**src/merge_insertion_sorter_assert.svh**
```systemverilog
// assertion macros shared by the sorter
`ifndef MERGE_INSERTION_SORTER_ASSERT_SVH
`define MERGE_INSERTION_SORTER_ASSERT_SVH

// same-cycle implication
`define MIS_ASSERT_SAME(label, clk, rst, cond, prop) \
  label: assert property (@(posedge clk) disable iff (rst) (cond) |-> (prop)) \
    else $error("merge_insertion_sorter: same-cycle check failed");

// next-cycle implication
`define MIS_ASSERT_NEXT(label, clk, rst, cond, prop) \
  label: assert property (@(posedge clk) disable iff (rst) (cond) |=> (prop)) \
    else $error("merge_insertion_sorter: next-cycle check failed");

`endif

```
**src/mis_pkg.sv**
```systemverilog
package mis_pkg;

  localparam int DATA_W = 32;
  localparam int CMP_W = 12;
  localparam logic [CMP_W-1:0] CMP_MAX = {CMP_W{1'b1}};

  typedef struct packed {
    logic signed [DATA_W-1:0] value;
    logic                     last;
  } item_t;

  typedef struct packed {
    logic signed [DATA_W-1:0] sorted_value;
    logic                     is_last;
    logic [CMP_W-1:0]         comparisons;
  } result_t;

  typedef enum logic [4:0] {
    S_LOAD, S_PAIR_A0, S_PAIR_A1, S_PAIR_A2, S_PAIR_CMP,
    S_SWAP_R0, S_SWAP_R1, S_SWAP_W0, S_SWAP_W1,
    S_INIT, S_GROUP, S_ITEM_P, S_ITEM_K1, S_ITEM_K2,
    S_SRCH, S_SRCH_C, S_SRCH_A, S_SRCH_D,
    S_SHIFT_R, S_SHIFT_W, S_SHIFT_INS, S_UPD_R, S_UPD_W,
    S_PERM_C, S_PERM_R, S_PERM_W, S_COPY_R, S_COPY_W,
    S_OUT_R, S_OUT_S, S_OUT_L, S_OUT_V
  } state_t;

  typedef enum logic [1:0] {
    A_WR_INDEX, A_WR_READ, A_WR_HOLD, A_WR_TMP
  } a_wsel_t;

  typedef struct packed {
    logic    store_we;
    logic    a_we;
    a_wsel_t a_wsel;
    logic    chain_we;
    logic    chain_shift;
    logic    pos_we;
    logic    tmp_we;
    logic    key_load;
    logic    hold_load;
    logic    cmp_clear;
    logic    cmp_bump;
    logic    out_load;
    logic    out_is_last;
  } cmd_t;

  typedef struct packed {
    logic key_less;
    logic key_greater;
  } status_t;

endpackage

```
**src/mis_ram.sv**
```systemverilog
module mis_ram #(
  parameter int WIDTH = 8,
  parameter int DEPTH = 64
) (
  input  logic                     clk,
  input  logic                     we,
  input  logic [$clog2(DEPTH)-1:0] waddr,
  input  logic [WIDTH-1:0]         wdata,
  input  logic [$clog2(DEPTH)-1:0] raddr,
  output logic [WIDTH-1:0]         rdata
);

  logic [WIDTH-1:0] mem [DEPTH];

  always_ff @(posedge clk) begin
    if (we) begin
      mem[waddr] <= wdata;
    end
    rdata <= mem[raddr];
  end

endmodule

```
**src/mis_ctrl.sv**
```systemverilog
module mis_ctrl #(
  parameter int MAX_ITEMS = 64
) (
  input  logic                          clk,
  input  logic                          rst,
  input  logic                          item_valid,
  input  logic                          item_last,
  output logic                          item_stall,
  output logic                          result_valid,
  input  logic                          result_stall,
  output mis_pkg::cmd_t                 cmd,
  input  mis_pkg::status_t              status,
  output logic [$clog2(MAX_ITEMS)-1:0]  store_waddr,
  output logic [$clog2(MAX_ITEMS)-1:0]  a_raddr,
  output logic [$clog2(MAX_ITEMS)-1:0]  a_waddr,
  output logic [$clog2(MAX_ITEMS)-1:0]  a_wdata,
  output logic [$clog2(MAX_ITEMS)-1:0]  chain_raddr,
  output logic [$clog2(MAX_ITEMS)-1:0]  chain_waddr,
  output logic [$clog2(MAX_ITEMS)-1:0]  chain_wdata,
  input  logic [$clog2(MAX_ITEMS)-1:0]  chain_rdata,
  output logic [$clog2(MAX_ITEMS)-1:0]  pos_raddr,
  output logic [$clog2(MAX_ITEMS)-1:0]  pos_waddr,
  output logic [$clog2(MAX_ITEMS)+1:0]  pos_wdata,
  input  logic [$clog2(MAX_ITEMS)+1:0]  pos_rdata,
  output logic [$clog2(MAX_ITEMS)-1:0]  tmp_raddr,
  output logic [$clog2(MAX_ITEMS)-1:0]  tmp_waddr
);

  localparam int IW = $clog2(MAX_ITEMS);
  localparam int CW = IW + 1;
  localparam int LW = (IW > 1) ? $clog2(IW) : 1;
  localparam int JW = CW + 2;
  localparam logic [CW-1:0] MAX_CNT = CW'(MAX_ITEMS);

  mis_pkg::state_t state, state_next;

  logic [CW-1:0] cnt, n, k, msize, h, t, size, lo, len;
  logic [LW-1:0] lvl;
  logic [IW-1:0] i, j;
  logic [JW-1:0] ja, jb;

  logic [CW-1:0] m, p, np, g, mg, q, half, mid, pend, n_after, rem, size_c;
  logic [CW-1:0] pair_a, pair_b, swap_a, swap_b, item_addr, srch_addr, perm_rd, perm_wr;
  logic [JW-1:0] size_j;
  logic          accept, pair_last, deeper, group_end, pos_flag;
  logic [CW-1:0] pos_val;

  assign accept    = item_valid && !item_stall;
  assign n_after   = cnt + ((cnt < MAX_CNT) ? CW'(1) : CW'(0));
  assign m         = n >> lvl;
  assign p         = m >> 1;
  assign np        = (m - CW'(1)) >> 1;
  assign g         = CW'(1) << lvl;
  assign mg        = m << lvl;
  assign q         = h + t - CW'(1);
  assign half      = len >> 1;
  assign mid       = lo + half;
  assign pend      = (q << 1) + CW'(2);
  assign pair_a    = ({i, 1'b1} << lvl) - CW'(1);
  assign pair_b    = pair_a + g;
  assign swap_a    = ({i, 1'b0} << lvl) + CW'(j);
  assign swap_b    = swap_a + g;
  assign item_addr = ((pend + CW'(1)) << lvl) - CW'(1);
  assign srch_addr = (CW'(chain_rdata) << lvl) + g - CW'(1);
  assign perm_rd   = (CW'(chain_rdata) << lvl) + CW'(j);
  assign perm_wr   = (k << lvl) + CW'(j);
  assign pair_last = (CW'(i) + CW'(1)) == p;
  assign deeper    = (p >> 1) != '0;
  assign group_end = CW'(j) == (g - CW'(1));
  assign pos_flag  = pos_rdata[CW];
  assign pos_val   = pos_rdata[CW-1:0];
  assign rem       = np - h;
  assign size_j    = jb - ja;
  assign size_c    = (size_j > JW'(rem)) ? rem : CW'(size_j);

  // next state
  always_comb begin
    state_next = state;
    unique case (state)
      mis_pkg::S_LOAD: begin
        if (accept && item_last) begin
          state_next = (n_after >= CW'(2)) ? mis_pkg::S_PAIR_A0 : mis_pkg::S_OUT_R;
        end
      end
      mis_pkg::S_PAIR_A0:  state_next = mis_pkg::S_PAIR_A1;
      mis_pkg::S_PAIR_A1:  state_next = mis_pkg::S_PAIR_A2;
      mis_pkg::S_PAIR_A2:  state_next = mis_pkg::S_PAIR_CMP;
      mis_pkg::S_PAIR_CMP: begin
        if (status.key_greater) begin
          state_next = mis_pkg::S_SWAP_R0;
        end else begin
          state_next = (pair_last && !deeper) ? mis_pkg::S_INIT : mis_pkg::S_PAIR_A0;
        end
      end
      mis_pkg::S_SWAP_R0:  state_next = mis_pkg::S_SWAP_R1;
      mis_pkg::S_SWAP_R1:  state_next = mis_pkg::S_SWAP_W0;
      mis_pkg::S_SWAP_W0:  state_next = mis_pkg::S_SWAP_W1;
      mis_pkg::S_SWAP_W1: begin
        if (!group_end) begin
          state_next = mis_pkg::S_SWAP_R0;
        end else begin
          state_next = (pair_last && !deeper) ? mis_pkg::S_INIT : mis_pkg::S_PAIR_A0;
        end
      end
      mis_pkg::S_INIT: begin
        if (k == m - CW'(1)) begin
          state_next = mis_pkg::S_GROUP;
        end
      end
      mis_pkg::S_GROUP:    state_next = (h >= np) ? mis_pkg::S_PERM_C : mis_pkg::S_ITEM_P;
      mis_pkg::S_ITEM_P:   state_next = mis_pkg::S_ITEM_K1;
      mis_pkg::S_ITEM_K1:  state_next = mis_pkg::S_ITEM_K2;
      mis_pkg::S_ITEM_K2:  state_next = mis_pkg::S_SRCH;
      mis_pkg::S_SRCH:     state_next = (len == '0) ? mis_pkg::S_SHIFT_R : mis_pkg::S_SRCH_C;
      mis_pkg::S_SRCH_C:   state_next = mis_pkg::S_SRCH_A;
      mis_pkg::S_SRCH_A:   state_next = mis_pkg::S_SRCH_D;
      mis_pkg::S_SRCH_D:   state_next = mis_pkg::S_SRCH;
      mis_pkg::S_SHIFT_R:  state_next = (k == lo) ? mis_pkg::S_SHIFT_INS : mis_pkg::S_SHIFT_W;
      mis_pkg::S_SHIFT_W:  state_next = mis_pkg::S_SHIFT_R;
      mis_pkg::S_SHIFT_INS: state_next = mis_pkg::S_UPD_R;
      mis_pkg::S_UPD_R: begin
        if (k != np) begin
          state_next = mis_pkg::S_UPD_W;
        end else begin
          state_next = (t == CW'(1)) ? mis_pkg::S_GROUP : mis_pkg::S_ITEM_P;
        end
      end
      mis_pkg::S_UPD_W:    state_next = mis_pkg::S_UPD_R;
      mis_pkg::S_PERM_C:   state_next = mis_pkg::S_PERM_R;
      mis_pkg::S_PERM_R:   state_next = mis_pkg::S_PERM_W;
      mis_pkg::S_PERM_W: begin
        if (!group_end) begin
          state_next = mis_pkg::S_PERM_R;
        end else begin
          state_next = (k == m - CW'(1)) ? mis_pkg::S_COPY_R : mis_pkg::S_PERM_C;
        end
      end
      mis_pkg::S_COPY_R:   state_next = mis_pkg::S_COPY_W;
      mis_pkg::S_COPY_W: begin
        if (k == mg - CW'(1)) begin
          state_next = (lvl == '0) ? mis_pkg::S_OUT_R : mis_pkg::S_INIT;
        end else begin
          state_next = mis_pkg::S_COPY_R;
        end
      end
      mis_pkg::S_OUT_R:    state_next = mis_pkg::S_OUT_S;
      mis_pkg::S_OUT_S:    state_next = mis_pkg::S_OUT_L;
      mis_pkg::S_OUT_L:    state_next = mis_pkg::S_OUT_V;
      mis_pkg::S_OUT_V: begin
        if (!result_stall) begin
          state_next = (k == n - CW'(1)) ? mis_pkg::S_LOAD : mis_pkg::S_OUT_R;
        end
      end
    endcase
  end

  // commands and addresses
  always_comb begin
    cmd          = '0;
    cmd.a_wsel   = mis_pkg::A_WR_INDEX;
    item_stall   = 1'b1;
    result_valid = 1'b0;
    store_waddr  = IW'(cnt);
    a_raddr      = '0;
    a_waddr      = '0;
    a_wdata      = IW'(cnt);
    chain_raddr  = '0;
    chain_waddr  = '0;
    chain_wdata  = '0;
    pos_raddr    = '0;
    pos_waddr    = '0;
    pos_wdata    = '0;
    tmp_raddr    = '0;
    tmp_waddr    = IW'(perm_wr);
    unique case (state)
      mis_pkg::S_LOAD: begin
        item_stall = 1'b0;
        a_waddr    = IW'(cnt);
        if (accept && cnt < MAX_CNT) begin
          cmd.store_we = 1'b1;
          cmd.a_we     = 1'b1;
        end
        cmd.cmp_clear = accept && item_last;
      end
      mis_pkg::S_PAIR_A0: a_raddr = IW'(pair_a);
      mis_pkg::S_PAIR_A1: a_raddr = IW'(pair_b);
      mis_pkg::S_PAIR_A2: cmd.key_load = 1'b1;
      mis_pkg::S_PAIR_CMP: cmd.cmp_bump = 1'b1;
      mis_pkg::S_SWAP_R0: a_raddr = IW'(swap_a);
      mis_pkg::S_SWAP_R1: begin
        a_raddr       = IW'(swap_b);
        cmd.hold_load = 1'b1;
      end
      mis_pkg::S_SWAP_W0: begin
        cmd.a_we   = 1'b1;
        cmd.a_wsel = mis_pkg::A_WR_READ;
        a_waddr    = IW'(swap_a);
      end
      mis_pkg::S_SWAP_W1: begin
        cmd.a_we   = 1'b1;
        cmd.a_wsel = mis_pkg::A_WR_HOLD;
        a_waddr    = IW'(swap_b);
      end
      mis_pkg::S_INIT: begin
        cmd.chain_we = k <= p;
        chain_waddr  = IW'(k);
        chain_wdata  = (k == '0) ? '0 : IW'((k << 1) - CW'(1));
        cmd.pos_we   = k < np;
        pos_waddr    = IW'(k);
        pos_wdata    = {(k + CW'(1)) >= p, k + CW'(2)};
      end
      mis_pkg::S_GROUP: ;
      mis_pkg::S_ITEM_P: begin
        pos_raddr = IW'(q);
        a_raddr   = IW'(item_addr);
      end
      mis_pkg::S_ITEM_K1: ;
      mis_pkg::S_ITEM_K2: cmd.key_load = 1'b1;
      mis_pkg::S_SRCH:    chain_raddr = IW'(mid);
      mis_pkg::S_SRCH_C:  a_raddr = IW'(srch_addr);
      mis_pkg::S_SRCH_A:  ;
      mis_pkg::S_SRCH_D:  cmd.cmp_bump = 1'b1;
      mis_pkg::S_SHIFT_R: chain_raddr = IW'(k - CW'(1));
      mis_pkg::S_SHIFT_W: begin
        cmd.chain_we    = 1'b1;
        cmd.chain_shift = 1'b1;
        chain_waddr     = IW'(k);
      end
      mis_pkg::S_SHIFT_INS: begin
        cmd.chain_we = 1'b1;
        chain_waddr  = IW'(lo);
        chain_wdata  = IW'(pend);
      end
      mis_pkg::S_UPD_R: pos_raddr = IW'(k);
      mis_pkg::S_UPD_W: begin
        cmd.pos_we = !pos_flag && (pos_val >= lo);
        pos_waddr  = IW'(k);
        pos_wdata  = {1'b0, pos_val + CW'(1)};
      end
      mis_pkg::S_PERM_C: chain_raddr = IW'(k);
      mis_pkg::S_PERM_R: begin
        chain_raddr = IW'(k);
        a_raddr     = IW'(perm_rd);
      end
      mis_pkg::S_PERM_W: begin
        chain_raddr = IW'(k);
        cmd.tmp_we  = 1'b1;
      end
      mis_pkg::S_COPY_R: tmp_raddr = IW'(k);
      mis_pkg::S_COPY_W: begin
        cmd.a_we   = 1'b1;
        cmd.a_wsel = mis_pkg::A_WR_TMP;
        a_waddr    = IW'(k);
      end
      mis_pkg::S_OUT_R: a_raddr = IW'(k);
      mis_pkg::S_OUT_S: ;
      mis_pkg::S_OUT_L: begin
        cmd.out_load    = 1'b1;
        cmd.out_is_last = k == n - CW'(1);
      end
      mis_pkg::S_OUT_V: result_valid = 1'b1;
    endcase
  end

  always_ff @(posedge clk) begin
    if (rst) begin
      state <= mis_pkg::S_LOAD;
      cnt   <= '0;
      n     <= '0;
      lvl   <= '0;
      i     <= '0;
      j     <= '0;
      k     <= '0;
      msize <= '0;
      h     <= '0;
      t     <= '0;
      size  <= '0;
      lo    <= '0;
      len   <= '0;
      ja    <= '0;
      jb    <= '0;
    end else begin
      state <= state_next;
      unique case (state)
        mis_pkg::S_LOAD: begin
          if (accept) begin
            if (item_last) begin
              n   <= n_after;
              cnt <= '0;
              lvl <= '0;
              i   <= '0;
              j   <= '0;
              k   <= '0;
            end else begin
              cnt <= n_after;
            end
          end
        end
        mis_pkg::S_PAIR_CMP, mis_pkg::S_SWAP_W1: begin
          if (state == mis_pkg::S_SWAP_W1 && !group_end) begin
            j <= j + IW'(1);
          end else if (state == mis_pkg::S_PAIR_CMP && status.key_greater) begin
            j <= '0;
          end else if (!pair_last) begin
            i <= i + IW'(1);
          end else if (deeper) begin
            lvl <= lvl + LW'(1);
            i   <= '0;
          end else begin
            k <= '0;
          end
        end
        mis_pkg::S_INIT: begin
          msize <= p + CW'(1);
          h     <= '0;
          ja    <= JW'(1);
          jb    <= JW'(3);
          k     <= k + CW'(1);
        end
        mis_pkg::S_GROUP: begin
          if (h >= np) begin
            k <= '0;
            j <= '0;
          end else begin
            size <= size_c;
            t    <= size_c;
            ja   <= jb;
            jb   <= jb + (ja << 1);
          end
        end
        mis_pkg::S_ITEM_K1: begin
          lo  <= '0;
          len <= pos_flag ? msize : pos_val;
        end
        mis_pkg::S_SRCH: k <= msize;
        mis_pkg::S_SRCH_D: begin
          if (status.key_less) begin
            len <= half;
          end else begin
            lo  <= mid + CW'(1);
            len <= len - half - CW'(1);
          end
        end
        mis_pkg::S_SHIFT_W: k <= k - CW'(1);
        mis_pkg::S_SHIFT_INS: begin
          msize <= msize + CW'(1);
          k     <= h;
        end
        mis_pkg::S_UPD_R: begin
          if (k == np) begin
            if (t == CW'(1)) begin
              h <= h + size;
            end else begin
              t <= t - CW'(1);
            end
          end
        end
        mis_pkg::S_UPD_W: k <= k + CW'(1);
        mis_pkg::S_PERM_W: begin
          if (!group_end) begin
            j <= j + IW'(1);
          end else begin
            j <= '0;
            k <= (k == m - CW'(1)) ? '0 : k + CW'(1);
          end
        end
        mis_pkg::S_COPY_W: begin
          if (k == mg - CW'(1)) begin
            k <= '0;
            if (lvl != '0) begin
              lvl <= lvl - LW'(1);
            end
          end else begin
            k <= k + CW'(1);
          end
        end
        mis_pkg::S_OUT_V: begin
          if (!result_stall) begin
            k <= k + CW'(1);
          end
        end
        default: ;
      endcase
    end
  end

endmodule

```
**src/mis_dp.sv**
```systemverilog
module mis_dp #(
  parameter int MAX_ITEMS = 64
) (
  input  logic                                clk,
  input  logic                                rst,
  input  mis_pkg::cmd_t                       cmd,
  output mis_pkg::status_t                    status,
  input  logic signed [mis_pkg::DATA_W-1:0]   item_value,
  input  logic [$clog2(MAX_ITEMS)-1:0]        store_waddr,
  input  logic [$clog2(MAX_ITEMS)-1:0]        a_raddr,
  input  logic [$clog2(MAX_ITEMS)-1:0]        a_waddr,
  input  logic [$clog2(MAX_ITEMS)-1:0]        a_wdata,
  output logic [$clog2(MAX_ITEMS)-1:0]        a_rdata,
  input  logic [$clog2(MAX_ITEMS)-1:0]        chain_raddr,
  input  logic [$clog2(MAX_ITEMS)-1:0]        chain_waddr,
  input  logic [$clog2(MAX_ITEMS)-1:0]        chain_wdata,
  output logic [$clog2(MAX_ITEMS)-1:0]        chain_rdata,
  input  logic [$clog2(MAX_ITEMS)-1:0]        pos_raddr,
  input  logic [$clog2(MAX_ITEMS)-1:0]        pos_waddr,
  input  logic [$clog2(MAX_ITEMS)+1:0]        pos_wdata,
  output logic [$clog2(MAX_ITEMS)+1:0]        pos_rdata,
  input  logic [$clog2(MAX_ITEMS)-1:0]        tmp_raddr,
  input  logic [$clog2(MAX_ITEMS)-1:0]        tmp_waddr,
  output mis_pkg::result_t                    result
);

  localparam int IW = $clog2(MAX_ITEMS);

  logic [mis_pkg::DATA_W-1:0]        store_rdata;
  logic signed [mis_pkg::DATA_W-1:0] key;
  logic [IW-1:0]                     hold, a_wmux, chain_wmux, tmp_rdata;
  logic [mis_pkg::CMP_W-1:0]         cmp;

  always_comb begin
    unique case (cmd.a_wsel)
      mis_pkg::A_WR_INDEX: a_wmux = a_wdata;
      mis_pkg::A_WR_READ:  a_wmux = a_rdata;
      mis_pkg::A_WR_HOLD:  a_wmux = hold;
      mis_pkg::A_WR_TMP:   a_wmux = tmp_rdata;
    endcase
  end

  assign chain_wmux = cmd.chain_shift ? chain_rdata : chain_wdata;

  // element values, addressed through the order memory
  mis_ram #(.WIDTH(mis_pkg::DATA_W), .DEPTH(MAX_ITEMS)) u_store (
    .clk(clk), .we(cmd.store_we), .waddr(store_waddr), .wdata(item_value),
    .raddr(a_rdata), .rdata(store_rdata)
  );

  mis_ram #(.WIDTH(IW), .DEPTH(MAX_ITEMS)) u_order (
    .clk(clk), .we(cmd.a_we), .waddr(a_waddr), .wdata(a_wmux),
    .raddr(a_raddr), .rdata(a_rdata)
  );

  mis_ram #(.WIDTH(IW), .DEPTH(MAX_ITEMS)) u_chain (
    .clk(clk), .we(cmd.chain_we), .waddr(chain_waddr), .wdata(chain_wmux),
    .raddr(chain_raddr), .rdata(chain_rdata)
  );

  mis_ram #(.WIDTH(IW + 2), .DEPTH(MAX_ITEMS)) u_pos (
    .clk(clk), .we(cmd.pos_we), .waddr(pos_waddr), .wdata(pos_wdata),
    .raddr(pos_raddr), .rdata(pos_rdata)
  );

  mis_ram #(.WIDTH(IW), .DEPTH(MAX_ITEMS)) u_tmp (
    .clk(clk), .we(cmd.tmp_we), .waddr(tmp_waddr), .wdata(a_rdata),
    .raddr(tmp_raddr), .rdata(tmp_rdata)
  );

  assign status.key_less    = key < $signed(store_rdata);
  assign status.key_greater = key > $signed(store_rdata);

  always_ff @(posedge clk) begin
    if (cmd.key_load) begin
      key <= $signed(store_rdata);
    end
    if (cmd.hold_load) begin
      hold <= a_rdata;
    end
    if (cmd.out_load) begin
      result.sorted_value <= $signed(store_rdata);
      result.is_last      <= cmd.out_is_last;
      result.comparisons  <= cmp;
    end
  end

  // saturating comparison counter
  always_ff @(posedge clk) begin
    if (rst || cmd.cmp_clear) begin
      cmp <= '0;
    end else if (cmd.cmp_bump && cmp != mis_pkg::CMP_MAX) begin
      cmp <= cmp + mis_pkg::CMP_W'(1);
    end
  end

endmodule

```
**src/merge_insertion_sorter.sv**
```systemverilog
// load: one element per cycle; the transfer marked last starts the sort, or the drain for a one-element set
// sort: per pairing level a compare per pair and, where the pair is out of order, a swap of
//   each element of its group, then per insertion a binary search, chain shifts and bound
//   updates, all bounded by the single read port of each working memory
// drain: sorted elements go out one at a time, each held while result_stall is high
// rst (synchronous, active high) empties the set; memories keep their contents
module merge_insertion_sorter #(
  parameter int MAX_ITEMS = 64
) (
  input  logic             clk,
  input  logic             rst,
  input  logic             item_valid,
  output logic             item_stall,
  input  mis_pkg::item_t   item,
  output logic             result_valid,
  input  logic             result_stall,
  output mis_pkg::result_t result
);

  localparam int IW = $clog2(MAX_ITEMS);
  localparam int PW = IW + 2;

  mis_pkg::cmd_t    cmd;
  mis_pkg::status_t status;

  // memory ports between sequencer and datapath
  logic [IW-1:0] store_waddr;
  logic [IW-1:0] a_raddr, a_waddr, a_wdata, a_rdata;
  logic [IW-1:0] chain_raddr, chain_waddr, chain_wdata, chain_rdata;
  logic [IW-1:0] pos_raddr, pos_waddr;
  logic [PW-1:0] pos_wdata, pos_rdata;
  logic [IW-1:0] tmp_raddr, tmp_waddr;

  // sequencer: loading, pairing levels, grouped binary insertion, drain
  mis_ctrl #(.MAX_ITEMS(MAX_ITEMS)) u_ctrl (
    .clk(clk), .rst(rst),
    .item_valid(item_valid), .item_last(item.last), .item_stall(item_stall),
    .result_valid(result_valid), .result_stall(result_stall),
    .cmd(cmd), .status(status),
    .store_waddr(store_waddr),
    .a_raddr(a_raddr), .a_waddr(a_waddr), .a_wdata(a_wdata),
    .chain_raddr(chain_raddr), .chain_waddr(chain_waddr),
    .chain_wdata(chain_wdata), .chain_rdata(chain_rdata),
    .pos_raddr(pos_raddr), .pos_waddr(pos_waddr),
    .pos_wdata(pos_wdata), .pos_rdata(pos_rdata),
    .tmp_raddr(tmp_raddr), .tmp_waddr(tmp_waddr)
  );

  // datapath: element, order, chain, bound and scratch memories, key compare
  mis_dp #(.MAX_ITEMS(MAX_ITEMS)) u_dp (
    .clk(clk), .rst(rst),
    .cmd(cmd), .status(status),
    .item_value(item.value),
    .store_waddr(store_waddr),
    .a_raddr(a_raddr), .a_waddr(a_waddr), .a_wdata(a_wdata), .a_rdata(a_rdata),
    .chain_raddr(chain_raddr), .chain_waddr(chain_waddr),
    .chain_wdata(chain_wdata), .chain_rdata(chain_rdata),
    .pos_raddr(pos_raddr), .pos_waddr(pos_waddr),
    .pos_wdata(pos_wdata), .pos_rdata(pos_rdata),
    .tmp_raddr(tmp_raddr), .tmp_waddr(tmp_waddr),
    .result(result)
  );

`include "merge_insertion_sorter_assert.svh"

  // loading and draining never overlap
  `MIS_ASSERT_SAME(a_no_load_while_result, clk, rst, result_valid, item_stall)
  // the closing transfer of a set ends loading: the sort, or the drain for a one-element set, follows
  `MIS_ASSERT_NEXT(a_sort_starts, clk, rst, item_valid && !item_stall && item.last, item_stall)
  // after the final sorted element the block loads again
  `MIS_ASSERT_NEXT(a_load_after_set, clk, rst, result_valid && !result_stall && result.is_last, !item_stall)

endmodule
```
**config.mk**
```make
export PLATFORM = sky130hd
export DESIGN_NAME = merge_insertion_sorter
export DESIGN_NICKNAME = d
export VERILOG_FILES = /design/src/mis_pkg.sv /design/src/mis_ram.sv /design/src/mis_ctrl.sv /design/src/mis_dp.sv /design/src/merge_insertion_sorter.sv
export VERILOG_INCLUDE_DIRS = /design/src /design/src/src
export SDC_FILE = /design/constraint.sdc
export NUM_CORES = 2
export LEC_CHECK = 0
export ABC_AREA = 1
export BUFFER_PORTS_ARGS = -buffer_cell sky130_fd_sc_hd__buf_2
export CORE_UTILIZATION = 60
export DETAILED_ROUTE_END_ITERATION = 10
export PLACE_DENSITY = 0.76
export SETUP_SLACK_MARGIN = 0.3
export SLEW_MARGIN = 20
export SYNTH_ARGS = -nofsm -noshare
export SYNTH_HDL_FRONTEND = slang
export SYNTH_SLANG_ARGS = --single-unit
export TNS_END_PERCENT = 20
```
**constraint.sdc**
```tcl
create_clock -name clk -period 7.5 [get_ports clk]
set_clock_uncertainty 0.05 [all_clocks]
set_input_delay 0.75 -clock clk [delete_from_list [all_inputs] [get_ports clk]]
set_output_delay 0.75 -clock clk [all_outputs]
set_load 0.02 [all_outputs]
```
==> key figures <==
Final layout
  • Post-layout util: 0.666
  • Fin area: between 150000 and 200000 sq um
  • Share of cells above drive strength 1: 0.0860
  • Nets: between 10000 and 15000
  • Finished Layout Cells: 17200
  • Syn-to-layout area delta: 10.4%

Critical path
  • WP data required: 8000 ps
  • Worst Path Arrival: 6540 ps
  • Path type of the worst setup path: register to register
  • FF-to-FF path depth: 14
  • Peak fanout along the critical path: 18
  • CP Launch Type: register
  • Crit path capture type: register

Clocking
  • Longest Clk Path Bufs: 4
  • Clock Tree Root: clkbuf_16
  • Clock slew at reported path FFs: 60 ps
  • H-tree levels: 5
  • TritonCTS Sinks: 3966
  • Cts repair resizes: 0
  • CTS Buf Count: ~400
  • TritonCTS clock tree: yes
  • Worst-skew pair later-pin latency: 990 ps
  • Post-CTS Setup Repair Bufs: 0
  • Cts hold-fix bufs: 1

Outcome
  • Outcome: complete, no violations

Synthesis
  • Total number of yosys warnings: 0
  • Synthesized area: 165000 sq um
  • Post-synth EDFFs: 3795
  • Syn Area/Cell: 12.3 sq um
  • Cells after Synth: 13400
  • Synthesized flop and latch total: 3966
  • Library cells used by synthesis: between 70 and 80
  • Seq/Total Area, Yosys: 0.712
  • Syn Nets: 13600
  • Ys flop type: edfxtp_1
  • Async SR Flop Fraction: 0

Power and ir drop
  • Pwr per Cell Area: 336 nW/um^2
  • Lkg Pwr: about 61 nW
  • Power Total: 61.2 mW
  • Peak VDD IR: 0.000496 V

Floorplan
  • # rows: 192
  • IO Pins: 84
  • Core area: 273000 sq um
  • Starting Density: 0.603
  • Die extent in y: 526 um
  • Die X: ~530 um
  • Full die area: 277000 sq um

GRT
  • First-pass GRT wire length: 689 mm
  • Initial antenna violation count: 27
  • Number of global-route vias before repair: 109000
  • Largest net degree at the start of global routing: between 200 and 250
  • GRT overflow: 0
  • Global-route usage over all layers: 0.334

Placed design
  • Area post-placement: 169000 sq um
  • Setup Slack @ Placement: 1740 ps
  • Placed insts: 16500
  • Port bufs: 83
  • Post-DP HPWL: approximately 270 mm
  • Final GP Congestion: roughly 0.94

Drt
  • DR vias: 113000
  • Via/cell ratio: about 6.6
  • Routed Antenna Nets: 0
  • DR WL/cell: roughly 28 um
  • Post-Route WL: 475 mm
  • Initial DRC Count: 17000
  • TritonRoute pass-1 iters: 6
  • DRC: 0

Timing
  • Max Slew Vio Count: 0
  • Tcrit/Tclk final: 0.805
  • Unrepaired setup endpoints after global routing: no
  • Min Clock Period, post-route: 6040 ps
  • F_max: 166 MHz
  • Worst slew pin tran: roughly 1400 ps
  • Setup TNS: 0 ps
  • Normalized max-slew margin: 0.0790
  • Setup ws final: 1460 ps
  • # setup viols final: 0
  • Hold_ws: 226 ps
  • Final hold violations: 0

Min path
  • Worst hold stages: 3
  • Hold Path Class: input port to register

Job
  • Max_cap viols: 0
## routing by layer
layer / track usage / routed length, um / share of wire / vias to the layer above
met1: 0.432 / 171000 / 0.36 / 55100
met5: 0 / 180 / 0.00038 / -
li1: - / - / - / 49100
met3: 0.0577 / 50500 / 0.11 / 1416
met2: 0.532 / 221000 / 0.47 / 7416
met4: 0.203 / 31800 / 0.067 / 24
## final timing paths
path	start	end	slack [ps]
max	u_ctrl.lvl[1]$_SDFFE_PP0P_	u_dp.u_order.mem[55][5]$_DFFE_PP_	1460
min	result_stall	u_ctrl.state[1]$_SDFFE_PP0P_	230
max reg2reg	u_ctrl.lvl[1]$_SDFFE_PP0P_	u_dp.u_order.mem[55][5]$_DFFE_PP_	1460
min reg2reg	u_dp.cmp[11]$_SDFFE_PP0P_	u_dp.result[11]$_DFFE_PP_	390
## cell usage in the layout, fill, tap and decap left out, drive strengths merged, types with 11 or more instances in the layout
cell type,count
fa,14
or2,90
a211oi,61
ha,170
dfxtp,171
a311oi,48
a21oi,314
o221ai,79
o21ai,1961
edfxtp,3795
o22ai,833
xnor2,29
clkbuf,484
nand3,484
o2bb2ai,48
nor3,42
o32ai,34
nand3b,11
a31oi,16
nor2,2307
o211ai,344
bufinv,36
clkinvlp,18
clkinv,180
nand4,34
inv,682
nand2,787
xor2,82
buf,320
o21bai,48
## power by group
| part | switching [mW] | leakage, nW | internal (mW) | total (mW) |
|---|---|---|---|---|
| Clock | 8.38 | 6.19 | 11.1 | 19.4 |
| Combinational | 12.0 | 18.9 | 4.20 | 16.2 |
| Sequential | 0.607 | 36.1 | 25.0 | 25.6 |
## area by class of cell
type,instances,area [sq um]
well taps,3589,4490
repair buffers,321,2440
multi-input cells,7901,42300
flip-flops and latches,3966,117000
clock buffers,484,10300
inverters,679,2590
fillers,18800,91400
clock inverters,237,2420
diodes,7,17.5
## flip-flops by register name (all words and copies together) (netlist names), 32 cells and up
register,cells
u_dp.u_tmp.mem,384
u_dp.result,45
u_dp.u_chain.mem,384
u_dp.u_order.mem,384
u_dp.key,32
u_dp.u_pos.mem,512
u_dp.u_store.rdata,32
u_dp.u_store.mem,2048
## Yosys cell counts, drive strengths merged (170+ instances only)
cell type	instances	area, sq um
a21oi	314	1590
buf	238	1250
clkbuf	614	2300
dfxtp	171	3420
edfxtp	3795	114000
ha	170	2130
inv	669	2510
nand2	787	3040
nand3	484	2470
nor2	2307	8820
o211ai	344	2580
o21ai	1961	9820
o22ai	833	5220
## critical path, stage by stage (launching register included)
cell	delay, ps
dfxtp_1	620
nor2_4	480
clkinv_1	450
nor2_1	220
ha_1	230
fa_1	480
ha_1	380
nand2_1	80
nor2_1	40
a211oi_1	320
xor2_1	250
nor2_1	60
nor3_1	740
nand3_1	600
nor2_1	600
## kinds of logic after synthesis
kind of cell,after synthesis,share of synthesized area
flip-flops,3966,0.712
AO/OA/AOI/OAI,3839,0.136
AND/OR/NAND/NOR,3767,0.0943
buffers and inverters,1531,0.0371
adder cells (fa/ha/maj),184,0.0146
XOR/XNOR,111,0.00594
No activity file was read; power rests on OpenSTA's default activity.
